[src/rtl/cddoy_pkg.sv]
package cddoy_pkg;

   localparam int YEAR_W  = 16;
   localparam int MONTH_W = 4;
   localparam int MDAY_W  = 6;
   localparam int YDAY_W  = 9;
   localparam int MDO_W   = 5;

   localparam logic [MONTH_W-1:0] MONTHS      = 4'd12;
   localparam logic [YDAY_W-1:0]  DAYS_COMMON = 9'd365;
   localparam logic [YDAY_W-1:0]  DAYS_LEAP   = 9'd366;
   localparam logic [MDO_W-1:0]   FEB_COMMON  = 5'd28;
   localparam logic [MDO_W-1:0]   FEB_LEAP    = 5'd29;

   // y is a multiple of 25 iff (y * inverse of 25 mod 2^16) <= floor((2^16-1)/25)
   localparam logic [YEAR_W-1:0] INV25     = 16'd23593;
   localparam logic [YEAR_W-1:0] DIV25_MAX = 16'd2621;

   typedef logic [2:0] pc_type;

   typedef enum logic [2:0] {
      OP_NOP,
      OP_INIT,
      OP_CHK_FWD,
      OP_ADD,
      OP_CHK_INV,
      OP_SUB,
      OP_DONE
   } op_type;

   typedef enum logic [2:0] {
      COND_ALWAYS,
      COND_INV,
      COND_FWD_MORE,
      COND_INV_MORE,
      COND_OUT_FREE
   } cond_type;

   typedef struct packed {
      op_type   op;
      cond_type cond;
      pc_type   t_pc;
      pc_type   f_pc;
   } ucode_word_type;

   typedef struct packed {
      logic   start;
      op_type op;
   } ctrl_type;

   typedef struct packed {
      logic func_inv;
      logic fwd_more;
      logic inv_more;
      logic out_free;
   } status_type;

   localparam pc_type PC_INIT    = 3'd0;
   localparam pc_type PC_CHK_FWD = 3'd1;
   localparam pc_type PC_ADD     = 3'd2;
   localparam pc_type PC_CHK_INV = 3'd3;
   localparam pc_type PC_SUB     = 3'd4;
   localparam pc_type PC_DONE    = 3'd5;

   function automatic ucode_word_type ucode_rom(input pc_type pc);
      ucode_word_type w;
      case (pc)
         PC_INIT:    w = '{OP_INIT,    COND_INV,      PC_CHK_INV, PC_CHK_FWD};
         PC_CHK_FWD: w = '{OP_CHK_FWD, COND_ALWAYS,   PC_ADD,     PC_ADD};
         PC_ADD:     w = '{OP_ADD,     COND_FWD_MORE, PC_ADD,     PC_DONE};
         PC_CHK_INV: w = '{OP_CHK_INV, COND_ALWAYS,   PC_SUB,     PC_SUB};
         PC_SUB:     w = '{OP_SUB,     COND_INV_MORE, PC_SUB,     PC_DONE};
         PC_DONE:    w = '{OP_DONE,    COND_OUT_FREE, PC_INIT,    PC_DONE};
         default:    w = '{OP_NOP,     COND_ALWAYS,   PC_INIT,    PC_INIT};
      endcase
      return w;
   endfunction

   function automatic logic [MDO_W-1:0] month_len(input logic leap,
                                                  input logic [MONTH_W-1:0] m);
      logic [MDO_W-1:0] len;
      case (m)
         4'd1, 4'd3, 4'd5, 4'd7, 4'd8, 4'd10, 4'd12: len = 5'd31;
         4'd4, 4'd6, 4'd9, 4'd11:                     len = 5'd30;
         4'd2:    len = leap ? FEB_LEAP : FEB_COMMON;
         default: len = '0;
      endcase
      return len;
   endfunction

   function automatic logic is_leap(input logic [YEAR_W-1:0] y);
      logic [YEAR_W-1:0] prod;
      logic div4;
      logic div16;
      logic div25;
      prod  = y * INV25;
      div4  = (y[1:0] == 2'd0);
      div16 = (y[3:0] == 4'd0);
      div25 = (prod <= DIV25_MAX);
      return (div4 && !div25) || (div16 && div25);
   endfunction

endpackage

[src/rtl/calendar_date_day_of_year_convert.sv]
// Gregorian date <-> day-of-year converter run by a small microcode sequencer.
// req_func 0 turns year/month/day into the day of year; req_func 1 turns year and
// day of year into month and day of month. Year zero, a month outside 1..12, a
// day of zero or past the month's end, or a day number of zero or past the
// year's end set rsp_error with all result fields zero. One item is in work at
// a time; the month walk is one table entry per cycle in the add/subtract loop
// step. The result sits in an output register, so the next item is taken while
// it waits.
module calendar_date_day_of_year_convert
   import cddoy_pkg::*;
(
   input  logic               clock,
   input  logic               reset,
   input  logic               req_valid,
   output logic               req_ready,
   input  logic               req_func,
   input  logic [YEAR_W-1:0]  req_year,
   input  logic [MONTH_W-1:0] req_month,
   input  logic [MDAY_W-1:0]  req_day_of_month,
   input  logic [YDAY_W-1:0]  req_day_in_year,
   output logic               rsp_valid,
   input  logic               rsp_ready,
   output logic               rsp_error,
   output logic [YDAY_W-1:0]  rsp_year_day_out,
   output logic [MONTH_W-1:0] rsp_month_out,
   output logic [MDO_W-1:0]   rsp_month_day_out
);

   ctrl_type   ctrl;
   status_type status;

   cddoy_seq u_seq (
      .clock     (clock),
      .reset     (reset),
      .req_valid (req_valid),
      .req_ready (req_ready),
      .status    (status),
      .ctrl      (ctrl)
   );

   cddoy_dp u_dp (
      .clock             (clock),
      .reset             (reset),
      .ctrl              (ctrl),
      .status            (status),
      .req_func          (req_func),
      .req_year          (req_year),
      .req_month         (req_month),
      .req_day_of_month  (req_day_of_month),
      .req_day_in_year   (req_day_in_year),
      .rsp_valid         (rsp_valid),
      .rsp_ready         (rsp_ready),
      .rsp_error         (rsp_error),
      .rsp_year_day_out  (rsp_year_day_out),
      .rsp_month_out     (rsp_month_out),
      .rsp_month_day_out (rsp_month_day_out)
   );

endmodule

[src/rtl/cddoy_seq.sv]
module cddoy_seq
   import cddoy_pkg::*;
(
   input  logic       clock,
   input  logic       reset,
   input  logic       req_valid,
   output logic       req_ready,
   input  status_type status,
   output ctrl_type   ctrl
);

   logic           busy_ff, busy_in;
   pc_type         pc_ff, pc_in;
   ucode_word_type word;
   logic           cond_true;

   assign word      = ucode_rom(pc_ff);
   assign req_ready = !busy_ff;

   always_comb begin
      case (word.cond)
         COND_ALWAYS:   cond_true = 1'b1;
         COND_INV:      cond_true = status.func_inv;
         COND_FWD_MORE: cond_true = status.fwd_more;
         COND_INV_MORE: cond_true = status.inv_more;
         COND_OUT_FREE: cond_true = status.out_free;
         default:       cond_true = 1'b1;
      endcase
   end

   always_comb begin
      ctrl.start = req_valid && !busy_ff;
      ctrl.op    = busy_ff ? word.op : OP_NOP;
      busy_in    = busy_ff;
      pc_in      = pc_ff;
      if (ctrl.start) begin
         busy_in = 1'b1;
         pc_in   = PC_INIT;
      end else if (busy_ff) begin
         pc_in = cond_true ? word.t_pc : word.f_pc;
         // the finish step retires the item once the output register takes it
         if (word.op == OP_DONE && cond_true) begin
            busy_in = 1'b0;
         end
      end
   end

   always_ff @(posedge clock) begin
      if (reset) begin
         busy_ff <= 1'b0;
         pc_ff   <= PC_INIT;
      end else begin
         busy_ff <= busy_in;
         pc_ff   <= pc_in;
      end
   end

endmodule

[src/rtl/cddoy_dp.sv]
module cddoy_dp
   import cddoy_pkg::*;
(
   input  logic               clock,
   input  logic               reset,
   input  ctrl_type           ctrl,
   output status_type         status,
   input  logic               req_func,
   input  logic [YEAR_W-1:0]  req_year,
   input  logic [MONTH_W-1:0] req_month,
   input  logic [MDAY_W-1:0]  req_day_of_month,
   input  logic [YDAY_W-1:0]  req_day_in_year,
   output logic               rsp_valid,
   input  logic               rsp_ready,
   output logic               rsp_error,
   output logic [YDAY_W-1:0]  rsp_year_day_out,
   output logic [MONTH_W-1:0] rsp_month_out,
   output logic [MDO_W-1:0]   rsp_month_day_out
);

   logic               func_ff;
   logic [YEAR_W-1:0]  year_ff;
   logic [MONTH_W-1:0] month_ff;
   logic [MDAY_W-1:0]  mday_ff;
   logic [YDAY_W-1:0]  yday_ff;

   logic               leap_ff, leap_in;
   logic               err_ff, err_in;
   logic [YDAY_W-1:0]  acc_ff, acc_in;
   logic [MONTH_W-1:0] idx_ff, idx_in;

   logic               out_valid_ff, out_valid_in;
   logic               out_err_ff, out_err_in;
   logic [YDAY_W-1:0]  out_yd_ff, out_yd_in;
   logic [MONTH_W-1:0] out_m_ff, out_m_in;
   logic [MDO_W-1:0]   out_md_ff, out_md_in;

   logic [MDO_W-1:0]   len_idx;
   logic [MDO_W-1:0]   len_month;
   logic [YDAY_W-1:0]  year_limit;
   logic               out_free;

   assign len_idx    = month_len(leap_ff, idx_ff);
   assign len_month  = month_len(leap_ff, month_ff);
   assign year_limit = leap_ff ? DAYS_LEAP : DAYS_COMMON;
   assign out_free   = !out_valid_ff || rsp_ready;

   assign status.func_inv = func_ff;
   assign status.fwd_more = !err_ff && (idx_ff < month_ff);
   assign status.inv_more = !err_ff && (idx_ff < MONTHS) &&
                            (acc_ff > {{(YDAY_W-MDO_W){1'b0}}, len_idx});
   assign status.out_free = out_free;

   always_comb begin
      leap_in      = leap_ff;
      err_in       = err_ff;
      acc_in       = acc_ff;
      idx_in       = idx_ff;
      out_valid_in = out_valid_ff && !rsp_ready;
      out_err_in   = out_err_ff;
      out_yd_in    = out_yd_ff;
      out_m_in     = out_m_ff;
      out_md_in    = out_md_ff;
      case (ctrl.op)
         OP_INIT: begin
            leap_in = is_leap(year_ff);
            err_in  = 1'b0;
            idx_in  = 4'd1;
         end
         OP_CHK_FWD: begin
            // month range is checked before its length is trusted
            err_in = (year_ff == '0) || (month_ff == '0) || (month_ff > MONTHS) ||
                     (mday_ff == '0) || (mday_ff > {1'b0, len_month});
            acc_in = {{(YDAY_W-MDAY_W){1'b0}}, mday_ff};
         end
         OP_ADD: begin
            if (status.fwd_more) begin
               acc_in = acc_ff + {{(YDAY_W-MDO_W){1'b0}}, len_idx};
               idx_in = idx_ff + 4'd1;
            end
         end
         OP_CHK_INV: begin
            err_in = (year_ff == '0) || (yday_ff == '0) || (yday_ff > year_limit);
            acc_in = yday_ff;
         end
         OP_SUB: begin
            if (status.inv_more) begin
               acc_in = acc_ff - {{(YDAY_W-MDO_W){1'b0}}, len_idx};
               idx_in = idx_ff + 4'd1;
            end
         end
         OP_DONE: begin
            if (out_free) begin
               out_valid_in = 1'b1;
               out_err_in   = err_ff;
               out_yd_in    = '0;
               out_m_in     = '0;
               out_md_in    = '0;
               if (!err_ff) begin
                  if (func_ff) begin
                     out_m_in  = idx_ff;
                     out_md_in = acc_ff[MDO_W-1:0];
                  end else begin
                     out_yd_in = acc_ff;
                  end
               end
            end
         end
         default: begin
         end
      endcase
   end

   always_ff @(posedge clock) begin
      if (ctrl.start) begin
         func_ff  <= req_func;
         year_ff  <= req_year;
         month_ff <= req_month;
         mday_ff  <= req_day_of_month;
         yday_ff  <= req_day_in_year;
      end
      leap_ff    <= leap_in;
      err_ff     <= err_in;
      acc_ff     <= acc_in;
      idx_ff     <= idx_in;
      out_err_ff <= out_err_in;
      out_yd_ff  <= out_yd_in;
      out_m_ff   <= out_m_in;
      out_md_ff  <= out_md_in;
   end

   always_ff @(posedge clock) begin
      if (reset) begin
         out_valid_ff <= 1'b0;
      end else begin
         out_valid_ff <= out_valid_in;
      end
   end

   assign rsp_valid         = out_valid_ff;
   assign rsp_error         = out_err_ff;
   assign rsp_year_day_out  = out_yd_ff;
   assign rsp_month_out     = out_m_ff;
   assign rsp_month_day_out = out_md_ff;

endmodule

[config.mk]
export PLATFORM = sky130hd
export DESIGN_NAME = calendar_date_day_of_year_convert
export DESIGN_NICKNAME = d
export VERILOG_FILES = /design/src/rtl/cddoy_pkg.sv /design/src/rtl/calendar_date_day_of_year_convert.sv /design/src/rtl/cddoy_seq.sv /design/src/rtl/cddoy_dp.sv
export SDC_FILE = /design/constraint.sdc
export NUM_CORES = 1
export LEC_CHECK = 0
export BUFFER_PORTS_ARGS = -buffer_cell sky130_fd_sc_hd__buf_4
export CAP_MARGIN = 40
export CORE_ASPECT_RATIO = 1.4
export CORE_MARGIN = 2
export CORE_UTILIZATION = 40
export DETAILED_ROUTE_END_ITERATION = 8
export HOLD_SLACK_MARGIN = 0.06
export SLEW_MARGIN = 25
export SYNTH_ARGS = -nofsm -noshare
export SYNTH_HDL_FRONTEND = slang
export SYNTH_HIERARCHICAL = 1
export SYNTH_SLANG_ARGS = --single-unit
[constraint.sdc]
create_clock -name clock -period 5.75 [get_ports clock]
set_input_delay 1.15 -clock clock [delete_from_list [all_inputs] [get_ports clock]]
set_output_delay 1.15 -clock clock [all_outputs]
set_load 0.1 [all_outputs]
Word level (Yosys, flattened, before mapping)
Index checks and enable logic that the tools add are counted.
W data, S select, Z words.
{ "classes": {"n_eq_ne": 42, "n_mux": 20, "div": 0, "order_cmp": 7, "shift": 0, "bitwise": 1, "addsub": 3, "reduce_logical": 41, "n_mul": 1} }
{ "op_table": {"columns": ["op", "count"], "rows": [
  ["$pmux W12 S6", 1],
  ["$eq A4 B4 Y1 const B", 10],
  ["$pmux W9 S4", 1],
  ["$eq A4 B3 Y1 const B", 8],
  ["$pmux W5 S3", 2],
  ["$eq A3 B3 Y1 const B", 7],
  ["$eq A3 B2 Y1 const B", 6],
  ["$mux W9", 2],
  ["$eq A4 B2 Y1 const B", 4],
  ["$le A16 B12 Y1 const B", 1],
  ["$logic_not A16 Y1", 1],
  ["$mul A16 B15 Y16 const B", 1],
  ["$reduce_or A7 Y1", 2],
  ["$pmux W4 S3", 1],
  ["$add A9 B5 Y9", 1],
  ["$eq A3 B1 Y1 const B", 3],
  ["$gt A9 B5 Y1", 1],
  ["$gt A9 B9 Y1", 1],
  ["$logic_not A9 Y1", 1],
  ["$sub A9 B5 Y9", 1],
  ["$eq A4 B1 Y1 const B", 2],
  ["$logic_and A1 B1 Y1", 8],
  ["$logic_not A4 Y1", 2],
  ["$logic_or A1 B1 Y1", 8],
  ["other kinds (23)", 40]
]} }
{ "word_totals": {"memories": 0, "regBits": 75, "rom_bits": 0, "latchBits": 0, "word_cells": 131, "ramBits": 0} }

Depth between registers and ports, before layout
{ "logic_depth": {"depth_word": 10, "ltp_mapped": 17, "ltp_nobuf": 17} }

Hierarchy
Netlist, hierarchy kept.
{ "by_module_without_submodules": {"columns": ["mod", "area_each_um2", "seq_area_each_um2", "n_inst", "cells_each"], "rows": [
  ["cddoy_dp", 5322.6, 2122.0, 1, 476],
  ["cddoy_seq", 352.8, 80.1, 1, 43]
]} }

Worst setup path after synthesis
No wires, ideal clock.
{ "synth_path": {"path_kind": "reg-to-reg", "from": "register u_dp.year_ff[0]", "to": "register u_dp.leap_ff, data pin", "setup_ps": 259, "arrival_time_ps": 3904, "setup_slack_ps": 1587, "period_less_slack_ps": 4163, "path_stages_with_launch": 14, "n_path_buf": 0, "path_cell_list": "edfxtp_1 > ha_1 > ha_1 > inv_1 > fa_1 > fa_1 > fa_1 > inv_1 > ha_1 > ha_1 > a21oi_1 > o21ai_1 > xnor2_1 > o31a_1"} }
{ "synth_between": {"elab_chain_cells": 5, "elab_cells_between_ends": 8, "cone_classes": "mul (1); order compare (1); reduce/logical (6)"} }
{ "synth_rtl": {"columns": ["item", "line", "source"], "rows": [
  ["start, declared", "cddoy_dp.sv:22", "logic [YEAR_W-1:0] year_ff;"],
  ["start signal, assigned", "cddoy_dp.sv:117", "year_ff <= req_year;"],
  ["$mul A16 B15 Y16", "cddoy_pkg.sv:96", "prod = y * INV25;"],
  ["$le A16 B12 Y1", "cddoy_pkg.sv:99", "div25 = (prod <= DIV25_MAX);"],
  ["$logic_not A1 Y1", "cddoy_pkg.sv:100", "return (div4 && !div25) || (div16 && div25);"],
  ["$logic_and A1 B1 Y1", "cddoy_pkg.sv:100", null],
  ["$logic_or A1 B1 Y1 (*)", "cddoy_pkg.sv:100", null],
  ["end signal, assigned", "cddoy_dp.sv:122", "leap_ff <= leap_in;"],
  ["end, declared", "cddoy_dp.sv:27", "logic leap_ff, leap_in;"]
]} }
Every way passes the cells marked *; elsewhere a longest branch is shown, timed or not.
A chain may end at the register's enable or synchronous reset.

Worst setup path after layout
{ "layout_path": {"from": "register u_dp.year_ff[2]", "to": "register u_dp.leap_ff, data pin"} }
The elaborated chain is that of the path after synthesis.

==> metrics.csv <==
metric;value;unit
skew final;0.00540;ns
initial antenna violation count;0;
# diodes;0;
Synth Area in Compound Gates;0.116;
Pleak;0.00289;uW
Port Buf Inserts;60;
CTS Buffer Depth;2;
CP required;5.84;ns
Die ar.;15200;um2
gr usage total;0.164;
Final HPWL DP;9.84;mm
part of the cycle the worst path needs;0.767;
CP Launch Type;register;
Die X;105;um
clock sinks;75;
RSZ-0062 raised after global routing;no;
post-synthesis adder-cell area fraction;0.267;
Synth Net Count;668;
I/O Pins;61;
CTS tree;done;
largest net degree at the start of global routing;20;
drt initial violations;103;
Arrival @ worst endpoint;4.50;ns
Distinct cells, synth;62;
DR vias/cell;5.07;
Setup Buffers After CTS;0;
WL per Instance;15.3;um
Post-CTS Resized;0;
clock latency on the worst-skew pair;0.33;ns
Max Clk Rate;227;MHz
Post-synth EDFFs;70;
crit path kind;reg -> reg;
Synth Area in XOR/XNOR;0.0463;
first-pass iteration count of the detailed router;4;
CTS buffer count;9;
Pwr Density;291;nW/um2
Final Setup Violations;0;
Peak VDD IR;0.177;mV
Critical Path Fanout Max;6;
first-pass GRT wire length;19.5;mm
final WL;11.9;mm
Synth warnings;6;
sequential area share after synthesis;0.388;
share of layout cells above drive strength 1;0.170;
FP Rows;51;
vias in the first global route;4174;
root buf cell;clkbuf_16;
Hold Path Class;reg -> reg;
Setup crit end kind;register;
overall power;1940;uW
Initial Util;0.408;
Synth Area per Inst;10.9;um2
Mapped Area;5680;um2
die height;145;um
largest family of logic cells by synthesized area;adder cells;
worst slew pin tran;0.694;ns
clock transition at the registers of the reported paths;0.06;ns
crit path time final;4.41;ns
TNS Setup;0;ns
worst relative slew slack;0.533;
Async S/R FF share, synth;0;
Post-Synth Simple-Gate Area;0.114;
MaxCap Viol Count;0;
antenna viol nets, final;0;
Slew Limit Fails;0;
status;finished, final reports clean;
final count of hold timing violations;0;
Final nets;733;
RD Place Congestion;0.890;
DR vias;3926;
CORE AREA;13900;um2
Syn Inst Count;519;
grt total ovfl;0;
prevailing post-synth register cell;edfxtp_1;
hold_buf cts;0;
DRC violations left;0;
#FFs+latches synth;75;
layout overhead on the synthesized area;17.5;%
mux share of post-synthesis cell area;0.00750;
H-tree depth;3;
## cells by family after synthesis
logic type               count (synthesis)
AO/OA/AOI/OAI                           95
XOR/XNOR                                30
adder cells (fa/ha/maj)                109
buffers and inverters                   84
flip-flops                              75
multiplexers                             4
AND/OR/NAND/NOR                        122
## area by class of cell
type                       instances  area [um2]
clock buffer                       9         225
clock inverter                     7        92.6
timing repair buffer              64         500
sequential                        75        2200
fill                            1305        7240
multi-input combinational        360        3140
tap                              185         231
inverter                          74         278
## synth_stat cells (6+ instances only)
| cell | n | area (um2) |
|---|---|---|
| ha_1 | 89 | 1110 |
| edfxtp_1 | 70 | 2100 |
| inv_1 | 67 | 251 |
| nor2_1 | 29 | 109 |
| xnor2_1 | 24 | 210 |
| a21oi_1 | 22 | 110 |
| fa_1 | 20 | 400 |
| and2_1 | 17 | 106 |
| nand2_1 | 17 | 63.8 |
| nand3_1 | 11 | 55.1 |
| o21ai_1 | 10 | 50.1 |
| nor3_1 | 9 | 45.0 |
| o21ai_0 | 9 | 45.0 |
| a211oi_1 | 8 | 60.1 |
| nand2b_1 | 7 | 43.8 |
| nor2b_1 | 7 | 43.8 |
| inv_2 | 6 | 22.5 |
| xor2_1 | 6 | 52.6 |
## power by group
| part | switching, uW | internal (uW) | leakage, uW | total, uW |
|---|---|---|---|---|
| Clock | 218 | 379 | 0.000159 | 597 |
| Sequential | 32.2 | 626 | 0.000699 | 658 |
| Combinational | 360 | 329 | 0.00203 | 689 |
| Total | 610 | 1330 | 0.00289 | 1940 |
## cells in the final DEF, fill, tap and decap left out, types with 17 or more instances in the layout
cell | synthesis | final
ha_1 | 89 | 89
edfxtp_1 | 70 | 70
inv_1 | 67 | 67
buf_4 | 4 | 63
nor2_1 | 29 | 28
xnor2_1 | 24 | 24
a21oi_1 | 22 | 22
fa_1 | 20 | 20
nand2_1 | 17 | 17
and2_1 | 17 | 17
## layer usage
layer / GRT usage / wire length, um / vias up
met5: 0 / 0 / -
met4: 0.0853 / 529 / 0
met3: 0.0261 / 295 / 27
met2: 0.333 / 6830 / 81
met1: 0.151 / 4220 / 1845
li1: - / - / 1973
## flip-flops by register name (all words and copies together) (netlist names)
register                flops
u_dp/err_ff                 1
u_dp/rsp_month_day_out      5
u_seq/busy_ff               1
u_dp/year_ff               16
u_dp/rsp_month_out          4
u_seq/pc_ff                 3
u_dp/func_ff                1
u_dp/rsp_error              1
u_dp/rsp_valid              1
u_dp/yday_ff                9
u_dp/leap_ff                1
u_dp/acc_ff                 9
u_dp/month_ff               4
u_dp/rsp_year_day_out       9
u_dp/idx_ff                 4
u_dp/mday_ff                6
## critical path: stages (launching register included)
cell,delay (ns)
edfxtp_1,0.49
ha_1,0.36
fa_1,0.46
ha_1,0.30
ha_1,0.30
ha_1,0.30
ha_1,0.23
fa_1,0.41
a21o_1,0.19
a21oi_1,0.24
o21bai_1,0.10
a21oi_1,0.23
xor2_1,0.16
nand3_1,0.08
o31a_1,0.29
## worst paths after layout
path,end,slack [ns],start,cells after the start
worst max-delay path,u_dp/leap_ff,1.34,u_dp/year_ff[2],14
worst min-delay path,u_dp/rsp_valid,0.55,u_dp/rsp_valid,2
worst max register to register,u_dp/leap_ff,1.34,u_dp/year_ff[2],14
worst min register to register,u_dp/rsp_valid,0.55,u_dp/rsp_valid,2
## per-stage QoR
step	hold WS [ns]	instance area [um2]	cells	util	setup slack (ns)
final	0.551	6670	774	0.479	1.34
after detailed placement	0.546	6340	757	0.456	1.32
after CTS	0.554	6660	773	0.479	1.30
after global placement	0.536	6320	756	0.454	1.38
after floorplan	0.537	5680	519	-	1.59
after global routing	0.575	6670	774	0.479	1.13
Power figures use the tool's default switching activity.
